===== src/hdl/rgh_ram.sv =====
// Generic single-write, single-read RAM with a registered read port.
`default_nettype none
module rgh_ram #(
    parameter int WIDTH = 32,
    parameter int DEPTH = 16
) (
    input  wire logic                     i_clk,
    input  wire logic                     i_wr_en,
    input  wire logic [$clog2(DEPTH)-1:0] i_wr_addr,
    input  wire logic [WIDTH-1:0]         i_wr_data,
    input  wire logic [$clog2(DEPTH)-1:0] i_rd_addr,
    output logic      [WIDTH-1:0]         o_rd_data
);

    logic [WIDTH-1:0] r_mem [DEPTH];

    // A read of the address being written returns the old contents.
    always_ff @(posedge i_clk) begin
        if (i_wr_en) begin
            r_mem[i_wr_addr] <= i_wr_data;
        end
        o_rd_data <= r_mem[i_rd_addr];
    end

endmodule
`default_nettype wire


===== config.mk =====
export PLATFORM = sky130hd
export DESIGN_NAME = rgh_ram
export DESIGN_NICKNAME = d
export VERILOG_FILES = /design/src/hdl/rgh_ram.sv
export SDC_FILE = /design/constraint.sdc
export NUM_CORES = 1
export LEC_CHECK = 0
export BUFFER_PORTS_ARGS = -buffer_cell sky130_fd_sc_hd__buf_2
export CORE_MARGIN = 2
export CORE_UTILIZATION = 45
export DETAILED_ROUTE_END_ITERATION = 16
export GPL_TIMING_DRIVEN = 0
export PLACE_DENSITY = 0.7
export RECOVER_POWER = 50
export SYNTH_ARGS = -nofsm -noshare
export SYNTH_HDL_FRONTEND = slang
export SYNTH_SLANG_ARGS = --single-unit

===== constraint.sdc =====
create_clock -name i_clk -period 5.5 [get_ports i_clk]
set_input_delay 1.1 -clock i_clk [delete_from_list [all_inputs] [get_ports i_clk]]
set_output_delay 1.1 -clock i_clk [all_outputs]
set_load 0.02 [all_outputs]

==> impl_metrics.yaml <==
floorplanning:
  io_pins: 74
  dieArea_sq_um: 45800
  core_sq_um: 43300
  rows: 76
  die_h_microns: 214
  fp.dieW_microns: 214
  start_util_pct: 45.9
pwr:
  power_density_nw_per_um2: 369
  ir_worst_vdd_mv: 0.228
  leakagePower_uw: 0.00732
  switching_share_pct: 20.9
  p_sw_uw: 1780
  p_seq_share_pct: 54.8
  pwr-share-clk_pct: 39.9
  p_int_uw: 6720
  combPwrFrac_pct: 5.3
placed_design:
  dp_hpwl_mm: 25.7
  gp_congestion: 0.696
  port_buffers: 71
  dpl_cell_area_sq_um: 21500
synthesis:
  synthCells: 838
  synth_compound_area_share_pct: 2.42
  syn_area_sq_um: 19900
  synth.avg_cell_area_sq_um: 23.7
  ys_warn_count: 0
  synth-seq-cells: 544
  ys_types: 18
  synth_fp_nets: 880
  synth_simple_gate_area_share_pct: 1.27
  synthXorXnorAreaFrac_pct: 0
  muxShareOfSynthArea_pct: 14.5
  synth_top_family_by_area: "multiplexers"
  yosys.area_share.adder_pct: 0
  ys_seq_area_share_pct: 80.7
job:
  cap_violations: 2
detailed_routing:
  vias: 9323
  via_per_inst: 5.76
  drcViolationCount: 0
  wirelength_mm: 42.1
  dr.pass1.iters: 5
  drt-initial-drc-count: 879
  drtAntennaViolNets: 0
  wl_per_cell_microns: 26.0
setup_path:
  path_buf_inv: 2
  critPathMaxFanout: 20
  crit_arrival_ns: 3.47
  cp.required_ns: 5.77
  critPathCaptureType: "register"
  start_kind: "primary input"
  slowest_stage: "nor2_1"
  path_delay_family: "simple AND/OR/NAND/NOR gates"
  path_cells: "clkbuf_1 > nand2b_1 > nor2_1 > buf_12"
  startpoint: "i_wr_addr[1]"
  timing.rr.start: "r_mem[10][17]"
  worstSetupPathType: "in2reg"
  critical-path-max-stage-delay_ns: 1.46
worst_hold_path:
  hold_path_class: "reg2reg"
  min-delay-start: "r_mem[14][6]"
grt:
  grt_pass1_wl_mm: 62.5
  antenna_found_initial: 1
  grt_pass1_vias: 9580
  grt_overflow: 0
  track_usage_pct: 18.6
  grt_max_degree: 23
timing:
  whs_ns: 0.664
  fin_crit_ns: 3.20
  relSlewSlack_pct: -25.6
  setup-violations-final: 0
  post-route-period-util_pct: 58.1
  fmax_ghz: 0.313
  skew_ns: 0.0144
  hold_viol_final: 0
  fin_setup_tns_ns: 0
  worst_pin_slew_ns: 1.88
  rsz0062_at_grt: "false"
  drv_slew: 26
finish:
  layout_common_cells: "edfxtp_1 (512), mux4_2 (128), a22oi_1 (64), clkbuf_1 (62), clkbuf_16 (53)"
  area_growth_syn_to_layout_pct: 16.1
  final_common_cell: "edfxtp_1"
  finalNetCount: 1034
  fin_area_sq_um: 23000
  drive_gt1_share_pct: 28.8
  finish.utilization_pct: 53.3
  fill_cells: 3248
clock_tree:
  clock-root-buffer: "clkbuf_16"
  postCtsSetupRepairBufs: 0
  cts_hold_buf: 0
  cts.sinks: 544
  max-clock-path-buffers: 3
  clock_latency_ns: 0.59
  cts_max_level: 2
  cts_tree: "built"
  clkSlewWorstSetupHoldPaths_ns: 0.06
  cts.repair.resized: 0
  cts_buffers: 53
status:
  violations: "max-capacitance violations, max-slew violations"
  status: "complete, but fails checks"
-- cells by family (layout without fill, tap and decap cells) --
group,after synthesis,after routing
AO/OA/AOI/OAI,64,64
buffers and inverters,43,238
flip-flops,544,544
multiplexers,128,128
other,0,1
AND/OR/NAND/NOR,59,59
-- power groups by stage --
| stage | clock network (uW) | registers (uW) | logic, uW |
|---|---|---|---|
| floorplan | 0 | 4780 | 223 |
| global placement | 0 | 4740 | 430 |
| detailed placement | 0 | 4740 | 461 |
| CTS | 3450 | 4660 | 462 |
| global route | 3610 | 4660 | 483 |
| finish | 3390 | 4660 | 450 |
-- worst register-to-register path: cells and delay by family (launching register included) --
kind | cells | cell delay [ns]
multiplexers | 1 | 0.46
flip-flops | 1 | 0.36
AO/OA/AOI/OAI | 1 | 0.31
AND/OR/NAND/NOR | 1 | 0.16
-- final timing paths --
| path | end | slack [ns] | depth (start not counted) |
|---|---|---|---|
| max | r_mem[5][16] | 2.30 | 4 |
| min | o_rd_data[6] | 0.66 | 3 |
| max reg2reg | o_rd_data[17] | 4.07 | 3 |
| min reg2reg | o_rd_data[6] | 0.66 | 3 |
-- stage by stage --
step | instances | total power [uW] | worst slack, ns
final | 1619 | 8500 | 2.30
after floorplan | 838 | 5000 | 1.22
after detailed placement | 1522 | 5200 | 2.45
after global placement | 1494 | 5170 | -1.36
after CTS | 1618 | 8570 | 3.07
after global routing | 1618 | 8760 | 2.24
-- flip-flops by register name, indices dropped and copies added (netlist names) --
name / cells
r_mem: 512
o_rd_data: 32
-- area by class of cell --
cell class / count / area [sq um] / share of cell area (%)
Tap cell: 585 / 732 / 3.18
Clock buffer: 68 / 1420 / 6.17
Clock inverter: 28 / 190 / 0.825
Sequential cell: 544 / 16000 / 69.5
Buffer: 43 / 223 / 0.966
Timing Repair Buffer: 99 / 759 / 3.30
Multi-Input combinational cell: 251 / 3700 / 16.1
Antenna cell: 1 / 2.50 / 0.0109
-- per-layer routing --
| layer | wire, microns | track usage [%] | up-vias |
|---|---|---|---|
| li1 | - | - | 3878 |
| met1 | 18000 | 27.2 | 5009 |
| met2 | 20200 | 29.1 | 381 |
| met3 | 3120 | 3.79 | 55 |
| met4 | 727 | 4.62 | 0 |
| met5 | 0 | 0 | - |
-- synth_stat cells --
library cell	n	area share, %
buf_6	2	0.11
dfxtp_1	32	3.2
and2_1	1	0.032
a22oi_1	64	2.4
edfxtp_1	512	77
clkbuf_1	17	0.32
nor2_1	13	0.25
nand3b_1	2	0.076
nand2b_1	2	0.063
buf_2	4	0.10
nor2b_1	2	0.063
buf_4	11	0.42
nor3_1	4	0.10
or3b_2	1	0.044
nand2_1	33	0.62
mux4_2	128	15
buf_1	9	0.17
nand3_1	1	0.025
No activity file was read; power rests on OpenSTA's default activity.
