[config.mk]
export PLATFORM = sky130hd
export DESIGN_NAME = rgh_result_queue
export DESIGN_NICKNAME = d
export VERILOG_FILES = /design/src/hdl/rgh_pkg.sv /design/src/hdl/rgh_result_queue.sv
export SDC_FILE = /design/constraint.sdc
export NUM_CORES = 1
export LEC_CHECK = 0
export BUFFER_PORTS_ARGS = -buffer_cell sky130_fd_sc_hd__buf_2
export CORE_MARGIN = 3
export CORE_UTILIZATION = 40
export DETAILED_ROUTE_END_ITERATION = 16
export SYNTH_ARGS = -nofsm -noshare
export SYNTH_HDL_FRONTEND = slang
export SYNTH_SLANG_ARGS = --single-unit
[constraint.sdc]
create_clock -name i_clk -period 2.75 [get_ports i_clk]
set_input_delay 0.1375 -clock i_clk [delete_from_list [all_inputs] [get_ports i_clk]]
set_output_delay 0.1375 -clock i_clk [all_outputs]
set_load 0.01 [all_outputs]
[src/hdl/rgh_pkg.sv]
// Package with the beat types and fixed constants of the repeat gap histogram unit.
`default_nettype none
package rgh_pkg;

    localparam int SYMBOL_FIELD_BITS = 4;
    localparam int BIN_FIELD_BITS    = 8;
    localparam int COUNT_FIELD_BITS  = 32;
    localparam int MAX_GAP_BITS      = 8;

    localparam logic [MAX_GAP_BITS-1:0] MAX_GAP_RESET = 8'd128;

    localparam int QUEUE_DEPTH = 4;
    localparam int QUEUE_PTR_BITS = $clog2(QUEUE_DEPTH);
    localparam int QUEUE_LEVEL_BITS = $clog2(QUEUE_DEPTH + 1);

    typedef enum logic {
        OP_PUSH = 1'b0,
        OP_READ = 1'b1
    } t_operation;

    typedef struct packed {
        t_operation                   operation;
        logic [SYMBOL_FIELD_BITS-1:0] symbol;
        logic [BIN_FIELD_BITS-1:0]    bin_select;
    } t_in_item;

    typedef struct packed {
        logic [BIN_FIELD_BITS-1:0]   bin_index;
        logic [COUNT_FIELD_BITS-1:0] bin_count;
    } t_out_item;

endpackage
`default_nettype wire

[src/hdl/rgh_result_queue.sv]
// Small result queue that decouples the histogram pipeline from the output channel.
`default_nettype none
module rgh_result_queue (
    input  wire logic                                i_clk,
    input  wire logic                                i_rst_n,
    input  wire logic                                i_push,
    input  wire rgh_pkg::t_out_item                  i_data,
    output logic                                     o_valid,
    input  wire logic                                i_ready,
    output rgh_pkg::t_out_item                       o_data,
    output logic [rgh_pkg::QUEUE_LEVEL_BITS-1:0]     o_level
);

    rgh_pkg::t_out_item r_entry [rgh_pkg::QUEUE_DEPTH];
    logic [rgh_pkg::QUEUE_PTR_BITS-1:0]   r_wr_ptr;
    logic [rgh_pkg::QUEUE_PTR_BITS-1:0]   r_rd_ptr;
    logic [rgh_pkg::QUEUE_LEVEL_BITS-1:0] r_level;
    logic                                 pop;

    assign o_valid = (r_level != '0);
    assign o_data  = r_entry[r_rd_ptr];
    assign o_level = r_level;
    assign pop     = o_valid && i_ready;

    always_ff @(posedge i_clk) begin
        if (!i_rst_n) begin
            r_wr_ptr <= '0;
            r_rd_ptr <= '0;
            r_level  <= '0;
        end else begin
            if (i_push) begin
                r_wr_ptr <= r_wr_ptr + rgh_pkg::QUEUE_PTR_BITS'(1);
            end
            if (pop) begin
                r_rd_ptr <= r_rd_ptr + rgh_pkg::QUEUE_PTR_BITS'(1);
            end
            if (i_push && !pop) begin
                r_level <= r_level + rgh_pkg::QUEUE_LEVEL_BITS'(1);
            end else if (pop && !i_push) begin
                r_level <= r_level - rgh_pkg::QUEUE_LEVEL_BITS'(1);
            end
        end
    end

    always_ff @(posedge i_clk) begin
        if (i_push) begin
            r_entry[r_wr_ptr] <= i_data;
        end
    end

endmodule
`default_nettype wire

==> results of run 1 <==
## final timing paths
check / from / slack (ns) / end / cells past startpoint
max: register / 0.61 / o_data[9] / 3
max reg2reg: o_level[1]$_SDFFE_PN0P_ / 0.69 / o_level[2]$_SDFFE_PN0P_ / 7
min: i_push / 0.11 / r_wr_ptr[1]$_SDFFE_PN0P_ / 3
min reg2reg: r_wr_ptr[1]$_SDFFE_PN0P_ / 0.59 / r_wr_ptr[1]$_SDFFE_PN0P_ / 2
## registers in the layout, indices dropped and copies added, names as in the netlist, named ones only
register and count:
r_wr_ptr 2, o_level 3, r_entry 160, r_rd_ptr 2
## cell type report
class	count	share of cell area (%)
Clock inverter	13	1.632
Sequential cell	169	62.58
Multi-Input combinational cell	70	14.84
Timing Repair Buffer	134	12.11
Inverter	3	0.1412
Tap cell	211	3.311
Clock buffer	18	5.382
## critical path, delay by kind of cell, from the launching register on
family	cells	cell delay, ns
flops	1	0.57
buf+inv	2	0.45
mux	1	0.56
## cells by family (layout without fill, tap and decap cells)
group / count (synthesis) / in the layout
flops: 169 / 169
mux: 42 / 42
simple gates: 13 / 13
buf+inv: 12 / 168
fa+ha+maj: 6 / 6
xor+xnor: 5 / 5
compound gates: 4 / 4
## layout by cell type (no fill, tap or decap)
cell type and count:
edfxtp_1 160, buf_2 87, dlygate4sd3_1 41, mux4_2 40, clkbuf_16 17, dfxtp_1 7, buf_12 6, and2_1 5
ha_1 5, and2_2 4, clkinv_4 4, inv_1 3, xnor2_1 3, clkinv_2 3, clkinv_1 3, or3_1 2
xor2_1 2, mux2i_1 2, nor2b_1 2, bufinv_16 2, o31ai_4 1, o311ai_2 1, o21ai_0 1, a21boi_0 1
fa_1 1, dfxtp_4 1, dfxtp_2 1, clkbuf_1 1, inv_6 1
## where the power goes
group | internal [µW] | total (µW) | switching, µW | leakage [µW]
registers | 2980 | 3140 | 158 | 0.00154
clock network | 1320 | 2230 | 905 | 0.000276
logic | 764 | 1380 | 614 | 0.000905
total | 5070 | 6740 | 1680 | 0.00273
## routing by layer
metal  up-vias  global-route usage, %
li1       1345                      -
met5         -                      0
met1      1541                  17.30
met4         0                  4.376
met3         9                  4.364
met2        68                  22.93
## what timing repair did
action,in CTS,in global routing
buffers inserted,0,0
hold buffers,41,0
endpoints found under the hold margin,163,0
## synthesized netlist by cell type, drive strengths merged
| cell type | number |
|---|---|
| a21boi | 1 |
| and2 | 9 |
| buf | 9 |
| dfxtp | 9 |
| edfxtp | 160 |
| fa | 1 |
| ha | 5 |
| inv | 3 |
| mux2i | 2 |
| mux4 | 40 |
| nor2b | 2 |
| o21ai | 1 |
| o311ai | 1 |
| o31ai | 1 |
| or3 | 2 |
| xnor2 | 3 |
| xor2 | 2 |
## per-stage QoR
step	std cells	hold WS (ns)	setup slack (ns)	util [%]
floorplan	251	0.2364	0.7795	-
global placement	546	0.3500	0.7743	45.74
detailed placement	546	0.3566	0.6922	45.74
CTS	618	0.1022	0.5324	52.07
global route	618	0.1622	0.4787	52.07
finish	618	0.1130	0.6098	52.07
==> out/qor.csv, run 1 <==
metric;value;unit
cp_max_fo;25;
syn-instance-count;251;
hold_path_class;input pin to register;
viasPerCell;4.794;
yosys.area_share.simple;1.294;%
route.detailed.drc;0;
synth_top_family_by_area;multiplexers;
cts_max_level;4;
first_global_vias;3190;
drtIter0Drc;148;
insertion_delay;0.41;ns
path_class;register to output pin;
gp_congestion;0.6808;
ys_ff_latch;169;
num_io_pins;88;
crit_arrival;2.00;ns
p_per_area;845.9;nW/µm²
cts_resized;0;
path_clk_slew;0.06;ns
cts_tree;yes;
synthXorXnorAreaFrac;0.6967;%
wl_met3;492;µm
finalMaxSlewViolations;0;
dr_wl_met2;5.749;mm
synth_area_leader_cell;edfxtp_1;
multi_input_area;1184;µm²
skew;0.005888;ns
fin_crit;2.140;ns
finalNetCount;445;
met1_length;4.798;mm
yosysTopAreaCellShare;76.43;%
synthAdderAreaFrac;1.314;%
die_w;131.4;µm
rsz0062_at_grt;no;
core_area;15310;µm²
syn-num-nets;301;
cts_num_sinks;169;
synth_area_leaders;edfxtp_1 76%, mux4_2 14%, dfxtp_1 2.9%;
grt_pass1_wl;17.86;mm
status;completed;
crit_required;2.61;ns
leakage;0.002726;µW
overflow;0;
synth_compound_area_share;0.7962;%
synth_area;6286;µm²
stdcell_area;7974;µm²
dpl.hpwl;6.733;mm
area_growth;26.85;%
grt_max_degree;31;
crit_path_start_kind;register;
cts_max_path_buffers;2;
fp-row-count;45;
dpl_cell_area;7004;µm²
worstSetupEndpointType;output pin;
wire_per_inst;18.06;µm
ir_drop;0.4152;mV
totalPowerFinal;6745;µW
yosys_warnings;0;
chipHeight;131.4;µm
finalSetupTns;0;ns
grt_use_total;13.76;%
worstMarginPinSlew;0.5826;ns
die_area;17260;µm²
ant_nets;0;
hold_violations;0;
yosysSeqAreaShare;79.30;%
finalCritPeriodShare;77.82;%
routed_wirelength;11.16;mm
num_vias;2963;
crit_chain;buf_12 -> mux4_2 -> buf_2;
io_buffers;87;
syn_avg_cell_area;25.04;µm²
n_antenna_cell;0;
tritoncts.num_buffers;17;
final_layout_size_suffix_gt1_share;41.28;%
setup_viol_count_final;0;
start_util;41.05;%
critPathMaxStageDelay;0.57;ns
synth_mux_area_share;14.65;%
synth_cell_types;19;
fillCellCount;1264;
cts-root-buf;clkbuf_16;
max_cap_viol_count;0;
max_slew_margin;61.16;%
crit_slowest_cell;dfxtp_4;
antenna_found_initial;0;
fmax;467.3;MHz
highest_layer;met4;
drtPass1Iterations;4;
seq_area;4990;µm²
No activity file was read; power rests on OpenSTA's default activity.
==> run 2, diff against run 1 <==
clock period = 1.7 ns   (was 2.75 ns; I/O delays follow)
==> run 2 against run 1 <==
  * The run now ends with negative setup slack left
  * Sequential share of layout area is 3.9 points lower
  * Non-clock buffer count is 21 higher
  * Count of clock-buffer cells in the layout is 1 higher
  * Cell count is 3.6% higher
  * Sequential cell count stayed put
  * Core utilization is 3.6 points higher
  * Worst hold slack worse by 0.048 ns
  * Global-route usage is 0.94 points higher
==> out/qor.csv, run 2 (synthesis gave the netlist of run 1 again) <==
metric;value;unit
cts-root-buf;clkbuf_16;
rsz0062_at_grt;yes;
cts_num_sinks;169;
regMostFlops;r_entry;
setup_ws;-0.1645;ns
status;finished with violations;
cts_tree;yes;
placed_cells;561;
worstMarginPinSlew;0.4263;ns
die_area;17260;µm²
path_buf_inv;3;
insertion_delay;0.42;ns
cp_max_fo;8;
grt_pass1_wl;19.01;mm
met1_length;5.022;mm
route.detailed.drc;0;
path_clk_slew;0.06;ns
fmax;536.3;MHz
grt_max_degree;22;
ant_nets;0;
dpl.hpwl;7.227;mm
crit_chain;buf_12 -> buf_12 -> mux4_2 -> buf_6;
routed_wirelength;11.73;mm
p_per_area;1457;nW/µm²
highest_layer;met4;
largest_reg_flops;160;
dp_slack;-0.2306;ns
n_antenna_cell;0;
chipHeight;131.4;µm
layout_commonest_cell;edfxtp_1;
rr_startpoint;o_level[2]$_SDFFE_PN0P_;
fin_crit;1.864;ns
cts_max_level;4;
worstSetupEndpointType;output pin;
path_class;register to output pin;
max_slew_margin;71.58;%
viasPerCell;4.781;
rr_worst_depth;7;
skew;0.008940;ns
io_buffers;87;
finalSetupTns;-4.147;ns
drtIter0Drc;132;
cp_common_cell;buf_12;
fp-row-count;45;
num_io_pins;88;
violations;negative setup slack;
whs;0.06519;ns
crit_slowest_cell;mux4_2;
drtPass1Iterations;4;
critPathCapture;o_data[2];
grt_use_total;14.70;%
leakage;0.002957;µW
r2r_slack;-0.16;ns
crit_arrival;1.78;ns
start_util;41.05;%
wl_met3;586;µm
gp_congestion;0.7017;
num_vias;3060;
area_growth;35.51;%
crit_path_start_kind;register;
finalCritPeriodShare;109.7;%
final_layout_size_suffix_gt1_share;45.92;%
finalNetCount;466;
first_global_vias;3345;
core_area;15310;µm²
overflow;0;
critPathMaxStageDelay;0.53;ns
dr_wl_met2;5.919;mm
crit_family;multiplexers;
cts_max_path_buffers;2;
antenna_found_initial;0;
crit_required;1.62;ns
die_w;131.4;µm
finalMaxSlewViolations;0;
layout_common_cells;160 x edfxtp_1, 59 x buf_2, 41 x dlygate4sd3_1, 40 x mux4_2, 29 x buf_6;
max_cap_viol_count;0;
cp_num_cells;4;
hold_path_class;input pin to register;
hold_violations;0;
tritoncts.num_buffers;17;
r2r_end;o_level[2]$_SDFFE_PN0P_;
setup_viol_count_final;41;
instances_no_fill;640;
wire_per_inst;18.32;µm
ir_drop;0.7038;mV
==> run 2: cell count changes in the layout (fill, tap and decap cells not counted), moves of 2 or more <==
cell,previous run,this run
dfxtp_4,1,3
buf_4,0,11
buf_8,0,3
clkinvlp_4,0,2
dfxtp_1,7,4
bufinv_16,2,6
clkinv_1,3,1
buf_12,6,12
buf_2,87,59
buf_6,0,29
clkinv_4,4,0
==> run 2: per-layer routing <==
metal	track usage, %	vias to the layer above
met2	23.13	87
met4	6.126	0
met3	4.211	16
met1	19.40	1571
li1	-	1386
met5	0	-
==> run 2: final cells by class <==
cell class,instances,area [µm²]
clock inverters,13,222.7
fillers,1227,6797
clock buffers,19,432.9
repair buffers,155,1400
well taps,211,264.0
flip-flops and latches,169,4999
inverters,3,11.26
multi-input cells,70,1189
==> run 2: worst min path at each step <==
stage / start / endpoint / slack (ns) / cells past startpoint
6_report: i_push / r_wr_ptr[1]$_SDFFE_PN0P_ / 0.07 / 3
5_1_grt: i_push / r_wr_ptr[1]$_SDFFE_PN0P_ / 0.1 / 3
4_1_cts: i_push / r_wr_ptr[1]$_SDFFE_PN0P_ / 0.04 / 3
3_5_place_dp: i_data[4] / r_entry[2][4]$_DFFE_PP_ / 0.31 / 1
3_3_place_gp: i_data[11] / r_entry[0][11]$_DFFE_PP_ / 0.30 / 1
2_1_floorplan: i_data[0] / r_entry[0][0]$_DFFE_PP_ / 0.18 / 0
==> run 2: what timing repair did <==
action / CTS / global route
pin swaps: 4 / 2
gates cloned: 1 / 0
endpoints found under the setup margin: 41 / 42
hold buffers: 41 / 0
setup buffers: 5 / 1
hold endpoints to repair: 169 / 0
resized for setup: 23 / 17
==> run 2: report_power, final <==
part	total (µW)	switching, µW	internal, µW
registers	4970	138	4830
logic	3190	1280	1910
clock network	4250	1510	2750
==> run 2: worst register-to-register path, delay by kind of cell, from the launching register on <==
family                     cells  cell delay (ns)
xor gates and xnor gates       1             0.15
adders and majority gates      2             0.55
DFF                            1             0.35
and+or+nand+nor                1             0.30
buffers and inverters          1             0.05
AOI/OAI and AO/OA              2             0.38
==> run 2: stage by stage <==
| step | area (µm²) | power [µW] | util [%] |
|---|---|---|---|
| final | 8518 | 12410 | 55.62 |
| after global routing | 8518 | 12970 | 55.62 |
| after CTS | 8448 | 12450 | 55.16 |
| after detailed placement | 7176 | 7613 | 46.85 |
| after global placement | 7176 | 7570 | 46.85 |
| after floorplan | 6300 | 6735 | - |
==> run 3, diff against run 2 <==
CORE_UTILIZATION = 51   (was 40)
PLACE_DENSITY = 0.75   (was not set)
==> run 3 against run 2 <==
  * The flow still finishes with violations (negative setup slack)
  * Non-clock buffer count fell by 3
  * Worst setup slack got worse by 0.018 ns
  * Worst hold slack got worse by 0.011 ns
==> out/qor.csv, run 3 (synthesis gave the netlist of run 1 again) <==
metric;value;unit
first_global_vias;3204;
worstMarginPinSlew;0.4267;ns
crit_chain;clkbuf_16 -> mux4_2 -> buf_6;
cts_tree;yes;
routed_wirelength;11.45;mm
layout_commonest_cell;edfxtp_1;
final_layout_size_suffix_gt1_share;46.01;%
rr_worst_depth;7;
finalSetupTns;-6.006;ns
chipHeight;117.0;µm
grt_pass1_wl;17.22;mm
dpl.hpwl;6.546;mm
route.detailed.drc;0;
r2r_slack;-0.17;ns
path_class;register to output pin;
worstHoldPathCells;3;
rsz0062_at_grt;yes;
dp_slack;-0.2501;ns
num_vias;3044;
core_area;11710;µm²
finalNetCount;463;
multi_input_area;1189;µm²
cts_max_level;4;
io_buffers;87;
overflow;0;
crit_required;1.62;ns
crit_slowest_cell;mux4_2;
hp-start;i_push;
fin_crit;1.882;ns
path_clk_slew;0.07;ns
finalCritPeriodShare;110.7;%
crit_path_start_kind;register;
hold_path_class;input pin to register;
violations;negative setup slack;
p_per_area;1454;nW/µm²
cp_max_fo;7;
rr_startpoint;o_level[1]$_SDFFE_PN0P_;
viasPerCell;5.340;
status;finished with violations;
drtPass1Iterations;4;
insertion_delay;0.42;ns
layout_common_cells;160 x edfxtp_1, 57 x buf_2, 41 x dlygate4sd3_1, 40 x mux4_2, 30 x buf_6;
setup_ws;-0.1820;ns
ir_drop;1.015;mV
min_to;r_wr_ptr[1]$_SDFFE_PN0P_;
num_io_pins;88;
setup_viol_count_final;41;
r2r_end;o_level[2]$_SDFFE_PN0P_;
die_area;13690;µm²
seq_area;4996;µm²
cts_max_path_buffers;2;
largest_reg_flops;160;
fp-row-count;39;
finalMaxSlewViolations;0;
skew;0.007424;ns
die_w;117.0;µm
hold_violations;0;
grt_max_degree;30;
leakage;0.002932;µW
critPathMaxStageDelay;0.52;ns
worstSetupEndpointType;output pin;
max_slew_margin;71.55;%
tritoncts.num_buffers;17;
cts_num_sinks;169;
gp_congestion;0.7225;
antenna_found_initial;1;
cts-root-buf;clkbuf_16;
start_util;53.68;%
grt_use_total;17.58;%
regMostFlops;r_entry;
crit_arrival;1.80;ns
area_growth;33.28;%
max_cap_viol_count;0;
wire_per_inst;20.09;µm
ant_nets;0;
drtIter0Drc;207;
fmax;531.3;MHz
fillCellCount;694;
run 3: cell types whose count changed in the layout (fill, tap and decap cells not counted), moves of 2 or more:
cell / delta
buf_12: -5
buf_2: -2
buf_4: +2
buf_8: -3
bufinv_16: -2
clkbuf_16: +3
clkinv_4: +4
run 3: metal layers:
metal | global-route usage [%] | share of wire (%)
met1 | 22.06 | 41
met2 | 28.78 | 53
met3 | 6.015 | 5.5
met4 | 6.346 | 0.61
met5 | 0 | 0
run 3: stage by stage:
stage | area, µm² | power [µW] | hold WS (ns) | cells | utilization, %
finish | 8378 | 12180 | 0.05466 | 570 | 71.54
floorplan | 6300 | 6735 | 0.1839 | 251 | -
global route | 8378 | 12680 | 0.07738 | 570 | 71.54
CTS | 8199 | 11900 | 0.03642 | 565 | 70.01
detailed placement | 7018 | 7498 | 0.3024 | 490 | 59.93
global placement | 7018 | 7439 | 0.2955 | 490 | 59.93
run 3: cell type report:
type	instances	share of cell area (%)
multi-input cells	70	14.19
repair buffers	152	16.40
clock inverters	14	2.360
clock buffers	18	5.122
flip-flops and latches	169	59.63
inverters	3	0.1344
diodes	1	0.02987
well taps	143	2.136
run 3: power breakdown:
part	switching, µW	total [µW]	internal (µW)
Sequential	164	4990	4830
Clock	1530	4000	2470
Combinational	1270	3180	1920
Total	2970	12200	9210
run 3: how the worst max path moves through the flow:
stage	startpoint	endpoint	slack, ns
final	register	o_data[2]	-0.18
after global routing	o_level[1]$_SDFFE_PN0P_	o_level[2]$_SDFFE_PN0P_	-0.26
after CTS	o_level[1]$_SDFFE_PN0P_	o_level[2]$_SDFFE_PN0P_	-0.17
after detailed placement	o_level[2]$_SDFFE_PN0P_	o_level[2]$_SDFFE_PN0P_	-0.25
after global placement	o_level[2]$_SDFFE_PN0P_	o_level[2]$_SDFFE_PN0P_	-0.16
after floorplan	o_level[2]$_SDFFE_PN0P_	o_level[2]$_SDFFE_PN0P_	-0.20
run 3: timing repair:
action,in CTS,in global routing
pin swaps,4,1
buffers inserted,1,1
hold endpoints to repair,169,0
hold buffers,41,0
setup endpoints to repair,41,42
resized for setup,21,16
cloned,1,3
run 3: critical path, delay by kind of cell (launching register included):
family	cells	cell delay, ns
buffers and inverters	2	0.36
DFF	1	0.50
muxes	1	0.52
